## src/hw/rtl/wlhf_pkg.sv

```systemverilog
// ----------------------------------------------------------------------------
// wlhf_pkg
// Shared types, constants and the arctangent table of the wall line fusion.
// ----------------------------------------------------------------------------
package wlhf_pkg;

  localparam int MAX_LINES    = 64;
  localparam int USED_W       = 7;
  localparam int THR_W        = 14;
  localparam int CORDIC_STEPS = 20;
  localparam int CNT_W        = 6;
  localparam int CW           = 36;   // cordic x / y
  localparam int ZW           = 26;   // cordic angle, degrees Q16
  localparam int HDW          = 27;   // heading in degrees Q16
  localparam int AW           = 28;   // wall angle and its error
  localparam int WT_W         = 23;
  localparam int WHT_W        = 44;
  localparam int HC_W         = 24;
  localparam int NUM_W        = 46;
  localparam int DIV_STEPS    = NUM_W;
  localparam int DEN_W        = WT_W + 1;

  localparam logic [16:0] KEEP_MIN = 17'd52429;
  localparam logic [16:0] W_SAT    = 17'd65536;

  localparam logic signed [AW-1:0] DEG_360 = 28'sd23592960;
  localparam logic signed [AW-1:0] DEG_270 = 28'sd17694720;
  localparam logic signed [AW-1:0] DEG_180 = 28'sd11796480;
  localparam logic signed [AW-1:0] DEG_90  = 28'sd5898240;

  localparam logic signed [42:0] RAD_TO_DEG = 43'sd3754936;
  localparam logic signed [47:0] DEG_TO_RAD = 48'sd292818;
  localparam logic signed [47:0] HEAD_LIM   = 48'sd411775;

  typedef struct packed {
    logic signed [23:0]    slope;
    logic signed [19:0]    head;
    logic signed [HDW-1:0] hdeg;
    logic                  keep;
    logic [16:0]           weight;
    logic                  last;
  } wlhf_entry_t;

  typedef enum logic [2:0] {
    B_IDLE, B_CORDIC, B_CLASS, B_ERR, B_ACC, B_PREP, B_DIV, B_EMIT
  } wlhf_bstate_t;

  function automatic logic signed [ZW-1:0] atan_tab(input logic [4:0] i);
    logic signed [ZW-1:0] v;
    unique case (i)
      5'd0:  v = 26'sd2949120;
      5'd1:  v = 26'sd1740967;
      5'd2:  v = 26'sd919879;
      5'd3:  v = 26'sd466945;
      5'd4:  v = 26'sd234379;
      5'd5:  v = 26'sd117304;
      5'd6:  v = 26'sd58666;
      5'd7:  v = 26'sd29335;
      5'd8:  v = 26'sd14668;
      5'd9:  v = 26'sd7334;
      5'd10: v = 26'sd3667;
      5'd11: v = 26'sd1833;
      5'd12: v = 26'sd917;
      5'd13: v = 26'sd458;
      5'd14: v = 26'sd229;
      5'd15: v = 26'sd115;
      5'd16: v = 26'sd57;
      5'd17: v = 26'sd29;
      5'd18: v = 26'sd14;
      5'd19: v = 26'sd7;
      default: v = '0;
    endcase
    return v;
  endfunction

  function automatic logic signed [AW-1:0] abs_a(input logic signed [AW-1:0] v);
    return (v < 0) ? -v : v;
  endfunction

endpackage

```

## src/hw/rtl/wall_line_heading_fusion_core.sv

```systemverilog
// ----------------------------------------------------------------------------
// wall_line_heading_fusion_core
// Fuse lidar wall lines of one scan into an R squared weighted heading.
// ----------------------------------------------------------------------------
//  channel | direction | handshake            | payload
//  in_     | input     | in_valid / in_ready  | slope, fit quality, heading, last
//  out_    | output    | out_valid / out_ready| corrected heading, lines used, valid
//  cfg_    | input     | APB, pready tied 1   | angle_threshold at byte address 0
//
// Sequence: a line that fails the fit test, or arrives once 64 lines are in,
//   is dropped while the back is idle; a kept line runs the iterative
//   arctangent, axis test, error and accumulate states. A last line then adds
//   the bit-serial divider, or skips it when no line of the scan was used.
// Reset: synchronous, active low; clears queue, sequencer, sums and out valid.
// Stalls: a two-entry queue lets the front take items while the back works;
//   the back waits only to load the output register while a result is held.
// ----------------------------------------------------------------------------
module wall_line_heading_fusion_core (
  input  logic               clk,
  input  logic               rst_n,
  input  logic               in_valid,
  output logic               in_ready,
  input  logic signed [23:0] in_line_slope,
  input  logic [16:0]        in_fit_quality,
  input  logic signed [19:0] in_heading_estimate,
  input  logic               in_last,
  output logic               out_valid,
  input  logic               out_ready,
  output logic signed [19:0] out_corrected_heading,
  output logic [6:0]         out_lines_used,
  output logic               out_valid_res,
  input  logic               cfg_psel,
  input  logic               cfg_penable,
  input  logic               cfg_pwrite,
  input  logic [2:0]         cfg_paddr,
  input  logic [31:0]        cfg_pwdata,
  output logic [31:0]        cfg_prdata,
  output logic               cfg_pready
);

  wlhf_pkg::wlhf_entry_t push_ent, head_ent;
  logic                  push, pop, q_not_full, q_not_empty;
  logic [13:0]           thr_r;

  // Register file: one word, the angle threshold; other words read as zero.
  assign cfg_pready = 1'b1;
  assign cfg_prdata = cfg_paddr[2] ? 32'd0 : {18'd0, thr_r};

  always_ff @(posedge clk) begin
    if (!rst_n) begin
      thr_r <= 14'd2560;
    end else if (cfg_psel && cfg_penable && cfg_pwrite && !cfg_paddr[2]) begin
      thr_r <= cfg_pwdata[13:0];
    end
  end

  // Front: classify and convert heading, push into the queue
  wlhf_front u_front (
    .in_valid            (in_valid),
    .in_ready            (in_ready),
    .in_line_slope       (in_line_slope),
    .in_fit_quality      (in_fit_quality),
    .in_heading_estimate (in_heading_estimate),
    .in_last             (in_last),
    .q_ready             (q_not_full),
    .q_push              (push),
    .q_entry             (push_ent)
  );

  wlhf_queue u_queue (
    .clk       (clk),
    .rst_n     (rst_n),
    .push      (push),
    .wr_data   (push_ent),
    .not_full  (q_not_full),
    .pop       (pop),
    .not_empty (q_not_empty),
    .rd_data   (head_ent)
  );

  // Back: arctangent, axis test, accumulate, divide, hold the result
  wlhf_back u_back (
    .clk                   (clk),
    .rst_n                 (rst_n),
    .threshold             (thr_r),
    .q_not_empty           (q_not_empty),
    .q_data                (head_ent),
    .q_pop                 (pop),
    .out_valid             (out_valid),
    .out_ready             (out_ready),
    .out_corrected_heading (out_corrected_heading),
    .out_lines_used        (out_lines_used),
    .out_valid_res         (out_valid_res)
  );

endmodule

```

## src/hw/rtl/wlhf_front.sv

```systemverilog
// ----------------------------------------------------------------------------
// wlhf_front
// Accept items, classify by fit quality and convert the heading to degrees.
// ----------------------------------------------------------------------------
module wlhf_front (
  input  logic                  in_valid,
  output logic                  in_ready,
  input  logic signed [23:0]    in_line_slope,
  input  logic [16:0]           in_fit_quality,
  input  logic signed [19:0]    in_heading_estimate,
  input  logic                  in_last,
  input  logic                  q_ready,
  output logic                  q_push,
  output wlhf_pkg::wlhf_entry_t q_entry
);

  logic signed [42:0] hprod;

  assign in_ready = q_ready;
  assign q_push   = in_valid && q_ready;

  always_comb begin
    hprod = 43'(in_heading_estimate) * wlhf_pkg::RAD_TO_DEG;
    q_entry.slope  = in_line_slope;
    q_entry.head   = in_heading_estimate;
    q_entry.hdeg   = wlhf_pkg::HDW'((hprod + 43'sd32768) >>> 16);
    q_entry.keep   = (in_fit_quality >= wlhf_pkg::KEEP_MIN);
    q_entry.weight = (in_fit_quality > wlhf_pkg::W_SAT) ? wlhf_pkg::W_SAT : in_fit_quality;
    q_entry.last   = in_last;
  end

endmodule

```

## src/hw/rtl/wlhf_queue.sv

```systemverilog
// ----------------------------------------------------------------------------
// wlhf_queue
// Two-entry queue between the front and the back.
// ----------------------------------------------------------------------------
module wlhf_queue (
  input  logic                  clk,
  input  logic                  rst_n,
  input  logic                  push,
  input  wlhf_pkg::wlhf_entry_t wr_data,
  output logic                  not_full,
  input  logic                  pop,
  output logic                  not_empty,
  output wlhf_pkg::wlhf_entry_t rd_data
);

  wlhf_pkg::wlhf_entry_t ent_r [2];
  logic       wr_ptr_r, rd_ptr_r;
  logic [1:0] cnt_r;

  assign not_full  = (cnt_r != 2'd2);
  assign not_empty = (cnt_r != 2'd0);
  assign rd_data   = ent_r[rd_ptr_r];

  always_ff @(posedge clk) begin
    if (push) ent_r[wr_ptr_r] <= wr_data;
  end

  always_ff @(posedge clk) begin
    if (!rst_n) begin
      wr_ptr_r <= 1'b0;
      rd_ptr_r <= 1'b0;
      cnt_r    <= 2'd0;
    end else begin
      if (push) wr_ptr_r <= ~wr_ptr_r;
      if (pop)  rd_ptr_r <= ~rd_ptr_r;
      cnt_r <= cnt_r + 2'(push) - 2'(pop);
    end
  end

endmodule

```

## src/hw/rtl/wlhf_back.sv

```systemverilog
// ----------------------------------------------------------------------------
// wlhf_back
// Run the arctangent, axis test, weighted accumulation and final division.
// ----------------------------------------------------------------------------
module wlhf_back (
  input  logic                  clk,
  input  logic                  rst_n,
  input  logic [13:0]           threshold,
  input  logic                  q_not_empty,
  input  wlhf_pkg::wlhf_entry_t q_data,
  output logic                  q_pop,
  output logic                  out_valid,
  input  logic                  out_ready,
  output logic signed [19:0]    out_corrected_heading,
  output logic [6:0]            out_lines_used,
  output logic                  out_valid_res
);

  localparam int CW = wlhf_pkg::CW;
  localparam int AW = wlhf_pkg::AW;

  wlhf_pkg::wlhf_bstate_t state_r, state_nxt;
  wlhf_pkg::wlhf_entry_t  cur_r;

  logic [wlhf_pkg::CNT_W-1:0]        cnt_r;
  logic signed [CW-1:0]              x_r, y_r;
  logic signed [wlhf_pkg::ZW-1:0]    z_r;
  logic signed [AW-1:0]              err_r;
  logic                              use_r;
  logic signed [wlhf_pkg::HC_W-1:0]  hc_r;
  logic [wlhf_pkg::USED_W-1:0]       used_r;
  logic [wlhf_pkg::WT_W-1:0]         wt_r;
  logic signed [wlhf_pkg::WHT_W-1:0] wht_r;
  logic [wlhf_pkg::NUM_W-1:0]        quo_r;
  logic [wlhf_pkg::DEN_W:0]          rem_r;
  logic                              neg_r;
  logic                              out_valid_r;
  logic signed [19:0]                out_head_r;
  logic [6:0]                        out_used_r;
  logic                              out_res_r;

  logic                 take, room, load_out, start_line;
  logic signed [CW-1:0] dx, dy;
  logic signed [AW-1:0] a_sum, a_mod, thr, d90, d270, d0, d180, d360, err_c;
  logic                 vert, horz;
  logic signed [47:0]   eprod, mean;
  logic signed [41:0]   wprod;
  logic signed [wlhf_pkg::NUM_W-1:0] num;
  logic [wlhf_pkg::DEN_W:0]          rem_s;
  logic [wlhf_pkg::DEN_W:0]          den;

  // Datapath terms
  always_comb begin
    dx    = y_r >>> cnt_r[4:0];
    dy    = x_r >>> cnt_r[4:0];
    a_sum = AW'(z_r) + AW'(cur_r.hdeg);
    priority if (a_sum < -wlhf_pkg::DEG_360) a_mod = a_sum + (wlhf_pkg::DEG_360 <<< 1);
    else if (a_sum < 0)                      a_mod = a_sum + wlhf_pkg::DEG_360;
    else if (a_sum >= wlhf_pkg::DEG_360)     a_mod = a_sum - wlhf_pkg::DEG_360;
    else                                     a_mod = a_sum;
    thr  = $signed({6'b0, threshold, 8'b0});
    d90  = wlhf_pkg::abs_a(wlhf_pkg::DEG_90 - a_mod);
    d270 = wlhf_pkg::abs_a(wlhf_pkg::DEG_270 - a_mod);
    d0   = wlhf_pkg::abs_a(a_mod);
    d180 = wlhf_pkg::abs_a(wlhf_pkg::DEG_180 - a_mod);
    d360 = wlhf_pkg::abs_a(wlhf_pkg::DEG_360 - a_mod);
    vert = (d90 < thr) || (d270 < thr);
    horz = (d0 < thr) || (d180 < thr) || (d360 < thr);
    priority if (vert) err_c = (d90 < d270) ? wlhf_pkg::DEG_90 - a_mod
                                            : wlhf_pkg::DEG_270 - a_mod;
    else if (d0 < d180)   err_c = a_mod;
    else if (d360 < d180) err_c = a_mod - wlhf_pkg::DEG_360;
    else                  err_c = wlhf_pkg::DEG_180 - a_mod;
    eprod = 48'(err_r) * wlhf_pkg::DEG_TO_RAD;
    wprod = $signed({1'b0, cur_r.weight}) * 42'(hc_r);
    num   = (wlhf_pkg::NUM_W'(wht_r) <<< 1) + $signed(wlhf_pkg::NUM_W'(wt_r));
    den   = {1'b0, wt_r, 1'b0};
    rem_s = {rem_r[wlhf_pkg::DEN_W-1:0], quo_r[wlhf_pkg::NUM_W-1]};
    mean  = neg_r ? -($signed({2'b0, quo_r}) + 48'(rem_r != '0)) : $signed({2'b0, quo_r});
    if (mean > wlhf_pkg::HEAD_LIM)  mean = wlhf_pkg::HEAD_LIM;
    if (mean < -wlhf_pkg::HEAD_LIM) mean = -wlhf_pkg::HEAD_LIM;
  end

  // Next state
  always_comb begin
    state_nxt = state_r;
    unique case (state_r)
      wlhf_pkg::B_IDLE: begin
        if (q_not_empty) begin
          if (q_data.keep && (used_r < wlhf_pkg::USED_W'(wlhf_pkg::MAX_LINES)))
            state_nxt = wlhf_pkg::B_CORDIC;
          else if (q_data.last) state_nxt = wlhf_pkg::B_PREP;
        end
      end
      wlhf_pkg::B_CORDIC:
        if (cnt_r == wlhf_pkg::CNT_W'(wlhf_pkg::CORDIC_STEPS - 1)) state_nxt = wlhf_pkg::B_CLASS;
      wlhf_pkg::B_CLASS: state_nxt = wlhf_pkg::B_ERR;
      wlhf_pkg::B_ERR:   state_nxt = wlhf_pkg::B_ACC;
      wlhf_pkg::B_ACC:   state_nxt = cur_r.last ? wlhf_pkg::B_PREP : wlhf_pkg::B_IDLE;
      wlhf_pkg::B_PREP:  state_nxt = (used_r == '0) ? wlhf_pkg::B_EMIT : wlhf_pkg::B_DIV;
      wlhf_pkg::B_DIV:
        if (cnt_r == wlhf_pkg::CNT_W'(wlhf_pkg::DIV_STEPS - 1)) state_nxt = wlhf_pkg::B_EMIT;
      wlhf_pkg::B_EMIT:  if (room) state_nxt = wlhf_pkg::B_IDLE;
      default:           state_nxt = wlhf_pkg::B_IDLE;
    endcase
  end

  // Control outputs
  always_comb begin
    room       = !out_valid_r || out_ready;
    take       = (state_r == wlhf_pkg::B_IDLE) && q_not_empty;
    start_line = take && q_data.keep && (used_r < wlhf_pkg::USED_W'(wlhf_pkg::MAX_LINES));
    load_out   = (state_r == wlhf_pkg::B_EMIT) && room;
    q_pop      = take;
  end

  always_ff @(posedge clk) begin
    if (!rst_n) state_r <= wlhf_pkg::B_IDLE;
    else        state_r <= state_nxt;
  end

  // Working registers
  always_ff @(posedge clk) begin
    if (take) cur_r <= q_data;
    unique case (state_r)
      wlhf_pkg::B_CORDIC: begin
        cnt_r <= cnt_r + 1'b1;
        if (!y_r[CW-1]) begin
          x_r <= x_r + dx; y_r <= y_r - dy; z_r <= z_r + wlhf_pkg::atan_tab(cnt_r[4:0]);
        end else begin
          x_r <= x_r - dx; y_r <= y_r + dy; z_r <= z_r - wlhf_pkg::atan_tab(cnt_r[4:0]);
        end
      end
      wlhf_pkg::B_CLASS: begin
        err_r <= err_c;
        use_r <= vert || horz;
      end
      wlhf_pkg::B_ERR:
        hc_r <= wlhf_pkg::HC_W'(cur_r.head) - wlhf_pkg::HC_W'((eprod + 48'sd8388608) >>> 24);
      wlhf_pkg::B_PREP: begin
        neg_r <= num[wlhf_pkg::NUM_W-1];
        quo_r <= num[wlhf_pkg::NUM_W-1] ? -num : num;
        rem_r <= '0;
        cnt_r <= '0;
      end
      wlhf_pkg::B_DIV: begin
        cnt_r <= cnt_r + 1'b1;
        if (rem_s >= den) begin
          rem_r <= rem_s - den;
          quo_r <= {quo_r[wlhf_pkg::NUM_W-2:0], 1'b1};
        end else begin
          rem_r <= rem_s;
          quo_r <= {quo_r[wlhf_pkg::NUM_W-2:0], 1'b0};
        end
      end
      default: begin
        if (start_line) begin
          x_r   <= CW'(36'sd16777216);
          y_r   <= CW'(q_data.slope) <<< 8;
          z_r   <= '0;
          cnt_r <= '0;
        end
      end
    endcase
    if (load_out) begin
      out_head_r <= (used_r == '0) ? 20'sd0 : 20'(mean);
      out_used_r <= used_r;
      out_res_r  <= (used_r != '0);
    end
  end

  // Accumulators and output valid
  always_ff @(posedge clk) begin
    if (!rst_n) begin
      used_r      <= '0;
      wt_r        <= '0;
      wht_r       <= '0;
      out_valid_r <= 1'b0;
    end else begin
      if ((state_r == wlhf_pkg::B_ACC) && use_r) begin
        used_r <= used_r + 1'b1;
        wt_r   <= wt_r + wlhf_pkg::WT_W'(cur_r.weight);
        wht_r  <= wht_r + wlhf_pkg::WHT_W'(wprod);
      end else if (load_out) begin
        used_r <= '0;
        wt_r   <= '0;
        wht_r  <= '0;
      end
      if (load_out)       out_valid_r <= 1'b1;
      else if (out_ready) out_valid_r <= 1'b0;
    end
  end

  assign out_valid             = out_valid_r;
  assign out_corrected_heading = out_head_r;
  assign out_lines_used        = out_used_r;
  assign out_valid_res         = out_res_r;

endmodule

```

## config.mk

```make
export PLATFORM = sky130hd
export DESIGN_NAME = wall_line_heading_fusion_core
export DESIGN_NICKNAME = d
export VERILOG_FILES = /design/src/hw/rtl/wlhf_pkg.sv /design/src/hw/rtl/wall_line_heading_fusion_core.sv /design/src/hw/rtl/wlhf_front.sv /design/src/hw/rtl/wlhf_queue.sv /design/src/hw/rtl/wlhf_back.sv
export SDC_FILE = /design/constraint.sdc
export NUM_CORES = 2
export LEC_CHECK = 0
export ABC_CLOCK_PERIOD_IN_PS = 10400
export BUFFER_PORTS_ARGS = -buffer_cell sky130_fd_sc_hd__buf_2
export CAP_MARGIN = 20
export CORE_ASPECT_RATIO = 2
export CORE_MARGIN = 5
export CORE_UTILIZATION = 47
export CTS_CLUSTER_DIAMETER = 50
export DETAILED_ROUTE_END_ITERATION = 10
export HOLD_SLACK_MARGIN = 0.05
export SETUP_SLACK_MARGIN = 0.4
export SYNTH_ARGS = -nofsm -noshare
export SYNTH_HDL_FRONTEND = slang
export SYNTH_SLANG_ARGS = --single-unit
```

## constraint.sdc

```tcl
create_clock -name clk -period 10.4 [get_ports clk]
set_input_delay 0.52 -clock clk [delete_from_list [all_inputs] [get_ports clk]]
set_output_delay 0.52 -clock clk [all_outputs]
set_load 0.1 [all_outputs]
```

==> results.cfg <==
[sta]
period_minus_slack_ns = 9.71
setup_tns_ns = 0
worstMarginPinSlew_ns = 1.14
fin_crit_sh_pct = 93.4
fin_ws_ns = 0.685
finClkSkew_ns = 0.0618
slew_viol_final = 0
grt_setup_unrepaired = true
timing.final.setup_violations = 0
final_hold_viol_count = 0
clock.fmax_mhz = 103
timing.max_slew.rel_slack_pct = 23.0

[layout]
fillCellCount = 17000
num-nets-final = 11600
area_growth_syn_to_layout_pct = 9.79
layout.core_utilization_pct = 51.9
fin_area_mm2 = 0.0950
drive_gt1_share_pct = 9.92

[placement]
detailed_place.area_mm2 = 0.0916
place_congestion = 0.990
place_hpwl_um = 236000
dpl_worst_slack_ns = 0.134
port-buffer-count = 127

[clock_tree]
clock_tree_from_tritoncts = yes
tritoncts.num_buffers = 78
cts.clk_slew.worst_paths_ns = 0.06
longest_clk_path_bufs = 3
clkLatencyLatePin_ns = 0.72
clock-root-buffer = clkbuf_16
clkSinkCount = 621
cts_max_level = 3

[synthesis]
synth_cell_types = 114
ys_seq_area_share_pct = 20.2
yosysWarningCount = 0
ys_async_sr_fraction_pct = 0
syn_std_cell_area_mm2 = 0.0866
number_of_synthesized_register_bits = 621
synth_flop_cell = edfxtp_1
synth-edff-count = 502
post_synth_inst_count = 9486
synth.avg_cell_area_um2 = 9.12

[critical_path]
crit_arrival_ns = 10.13
crit_path_start_kind = flop
timing.critical_path.fanout_max = 14
path_class = reg -> reg
cp.required_ns = 10.81
end_kind = flop
cp_common_cell = buf_4
critPathSlowestCell = a221oi_1
slowest_delay_ns = 0.67

[grt]
grt_max_degree = 106
grt_first_pass_wirelength_um = 427000
initial_antenna_violation_count = 5
gr-usage-met3_pct = 2.53
global_route.usage.met1_pct = 24.7
overall_routing_resource_usage_pct = 28.6
globalRoute.totalOverflow = 0
first_global_vias = 75400
global_route.usage.met2_pct = 57.9
most_used_routing_layer = met2

[routing]
number_of_antenna_violating_nets_in_the_routed_design = 0
num_vias = 69600
drt_pass1_iterations = 5
detail_route.drc_violations = 0
initialDrtViolationCount = 3464
wl_um = 280000
drt-wirelength-per-cell_um = 23.0
route.detailed.vias_per_inst = 5.72

[run]
maxCapViolations = 0

[hold_path]
hold_class = in -> reg

[outcome]
outcome = finished, final reports clean

[floorplanning]
core-area_mm2 = 0.183
floorplan.die_area_mm2 = 0.193
die_h_um = 617
row_count = 222
initial_utilization_pct = 47.3
floorplan.die.width_um = 313
design.portCount = 167
## what timing repair did
item,CTS,global route
hold buffers,36,0
pin swaps,0,25
resized for setup,6,57
buffers inserted,5,8
hold endpoints to repair,59,0
endpoints found under the setup margin,17,36
## final timing paths
| kind | slack, ns | start | endpoint | cells past startpoint |
|---|---|---|---|---|
| worst max-delay path | 0.69 | u_back.cur_r[19] | u_back.err_r[22] | 42 |
| worst min-delay path | 0.10 | cfg_pwdata[1] | thr_r[1] | 3 |
| worst max register to register | 0.69 | u_back.cur_r[19] | u_back.err_r[22] | 42 |
| worst min register to register | 0.46 | thr_r[3] | thr_r[3] | 2 |
## through the flow
stage          hold slack [ns]  std cells
3_5_place_dp             0.457      12000
3_3_place_gp             0.450      12000
4_1_cts                 0.0565      12200
6_report                 0.102      12200
5_1_grt                 0.0761      12200
2_1_floorplan            0.443       9509
## layout by cell type, fill, tap and decap left out, drive strengths merged, types with 28 or more instances in the layout
cell type / instances
and2: 260
a31oi: 81
nand2b: 63
or3: 57
xnor2: 501
a211oi: 59
clkbuf: 90
a21oi: 502
dfxtp: 119
a22oi: 28
o21bai: 48
o31ai: 32
o21a: 58
nor3: 175
ha: 846
mux2i: 101
or2: 45
mux4: 54
inv: 1362
o211ai: 52
nor2b: 105
a21boi: 57
nor2: 590
nand3: 224
nand2: 816
dlygate4sd3: 36
fa: 889
nand4: 73
mux2: 111
edfxtp: 502
nor4: 68
xor2: 265
buf: 499
and3: 106
a21o: 111
o21ai: 415
## critical path: cells and delay by family (launching register included)
| kind | cells | cell delay [ns] |
|---|---|---|
| xor+xnor | 1 | 0.27 |
| fa+ha+maj | 5 | 1.35 |
| flops | 1 | 0.41 |
| mux | 1 | 0.39 |
| buf+inv | 10 | 1.51 |
| compound gates | 18 | 4.46 |
| simple gates | 7 | 1.02 |
## registers in the layout, indices dropped and copies added (netlist names), 2 cells and up, named ones only
register                      count
u_back.cnt_r                      6
u_back.state_r                    3
u_back.quo_r                     46
u_back.z_r                       26
u_back.out_corrected_heading     20
u_back.rem_r                     25
u_back.cur_r                     65
u_back.out_lines_used             7
u_queue.cnt_r                     2
thr_r                            14
u_back.wt_r                      23
u_back.hc_r                      24
u_back.wht_r                     44
u_queue.ent_r                   180
u_back.x_r                       36
u_back.y_r                       36
u_back.used_r                     7
u_back.err_r                     28
## cell type report
type / count / area [µm²] / area share [%]
clock buffer: 90 / 2050 / 2.15
inverter: 1341 / 5030 / 5.30
sequential: 621 / 17500 / 18.4
tap: 2352 / 2940 / 3.10
antenna: 5 / 12.5 / 0.0132
clock inverter: 56 / 673 / 0.708
multi-input combinational: 7173 / 63000 / 66.2
timing repair buffer: 535 / 3910 / 4.11
## kinds of logic (layout without fill, tap and decap cells)
| family | count (synthesis) | count (layout) | share of synthesized area [%] |
|---|---|---|---|
| fa+ha+maj | 1739 | 1739 | 32.8 |
| compound gates | 1708 | 1708 | 12.7 |
| other cells | 2 | 30 | 0.00868 |
| simple gates | 2668 | 2668 | 15.0 |
| xor+xnor | 767 | 767 | 7.79 |
| mux | 266 | 266 | 4.02 |
| buf+inv | 1715 | 2022 | 7.57 |
| flops | 621 | 621 | 20.2 |
## synth_stat cells, types with 31 or more instances
cell type / count / area share (%)
inv_1: 1337 / 5.8
fa_1: 889 / 21
ha_1: 846 / 12
nand2_1: 815 / 3.5
nor2_1: 584 / 2.5
edfxtp_1: 502 / 17
a21oi_1: 499 / 2.9
xnor2_1: 499 / 5.0
o21ai_0: 403 / 2.3
clkbuf_1: 292 / 1.3
xor2_1: 265 / 2.7
and2_1: 260 / 1.9
nand3_1: 223 / 1.3
nor3_1: 171 / 0.99
dfxtp_1: 119 / 2.8
mux2_2: 111 / 1.4
a21o_1: 110 / 0.95
and3_1: 106 / 0.77
nor2b_1: 105 / 0.76
mux2i_1: 101 / 1.2
a31oi_1: 80 / 0.58
nand4_1: 73 / 0.53
nor4_1: 64 / 0.46
nand2b_1: 63 / 0.46
o21a_1: 58 / 0.50
a211oi_1: 57 / 0.49
a21boi_0: 56 / 0.49
or3_1: 56 / 0.40
mux4_2: 54 / 1.4
o211ai_1: 51 / 0.44
o21bai_1: 47 / 0.41
buf_1: 44 / 0.19
or2_2: 41 / 0.30
o31ai_1: 31 / 0.27
## routing by layer
layer	wire length, µm	share of wire, %
met2	158000	57
met5	0	0
met4	29200	10
met3	7190	2.6
met1	85200	30
Power is not shown: default switching activity piles up to over one toggle a cycle in this logic, so the estimate is an artifact.
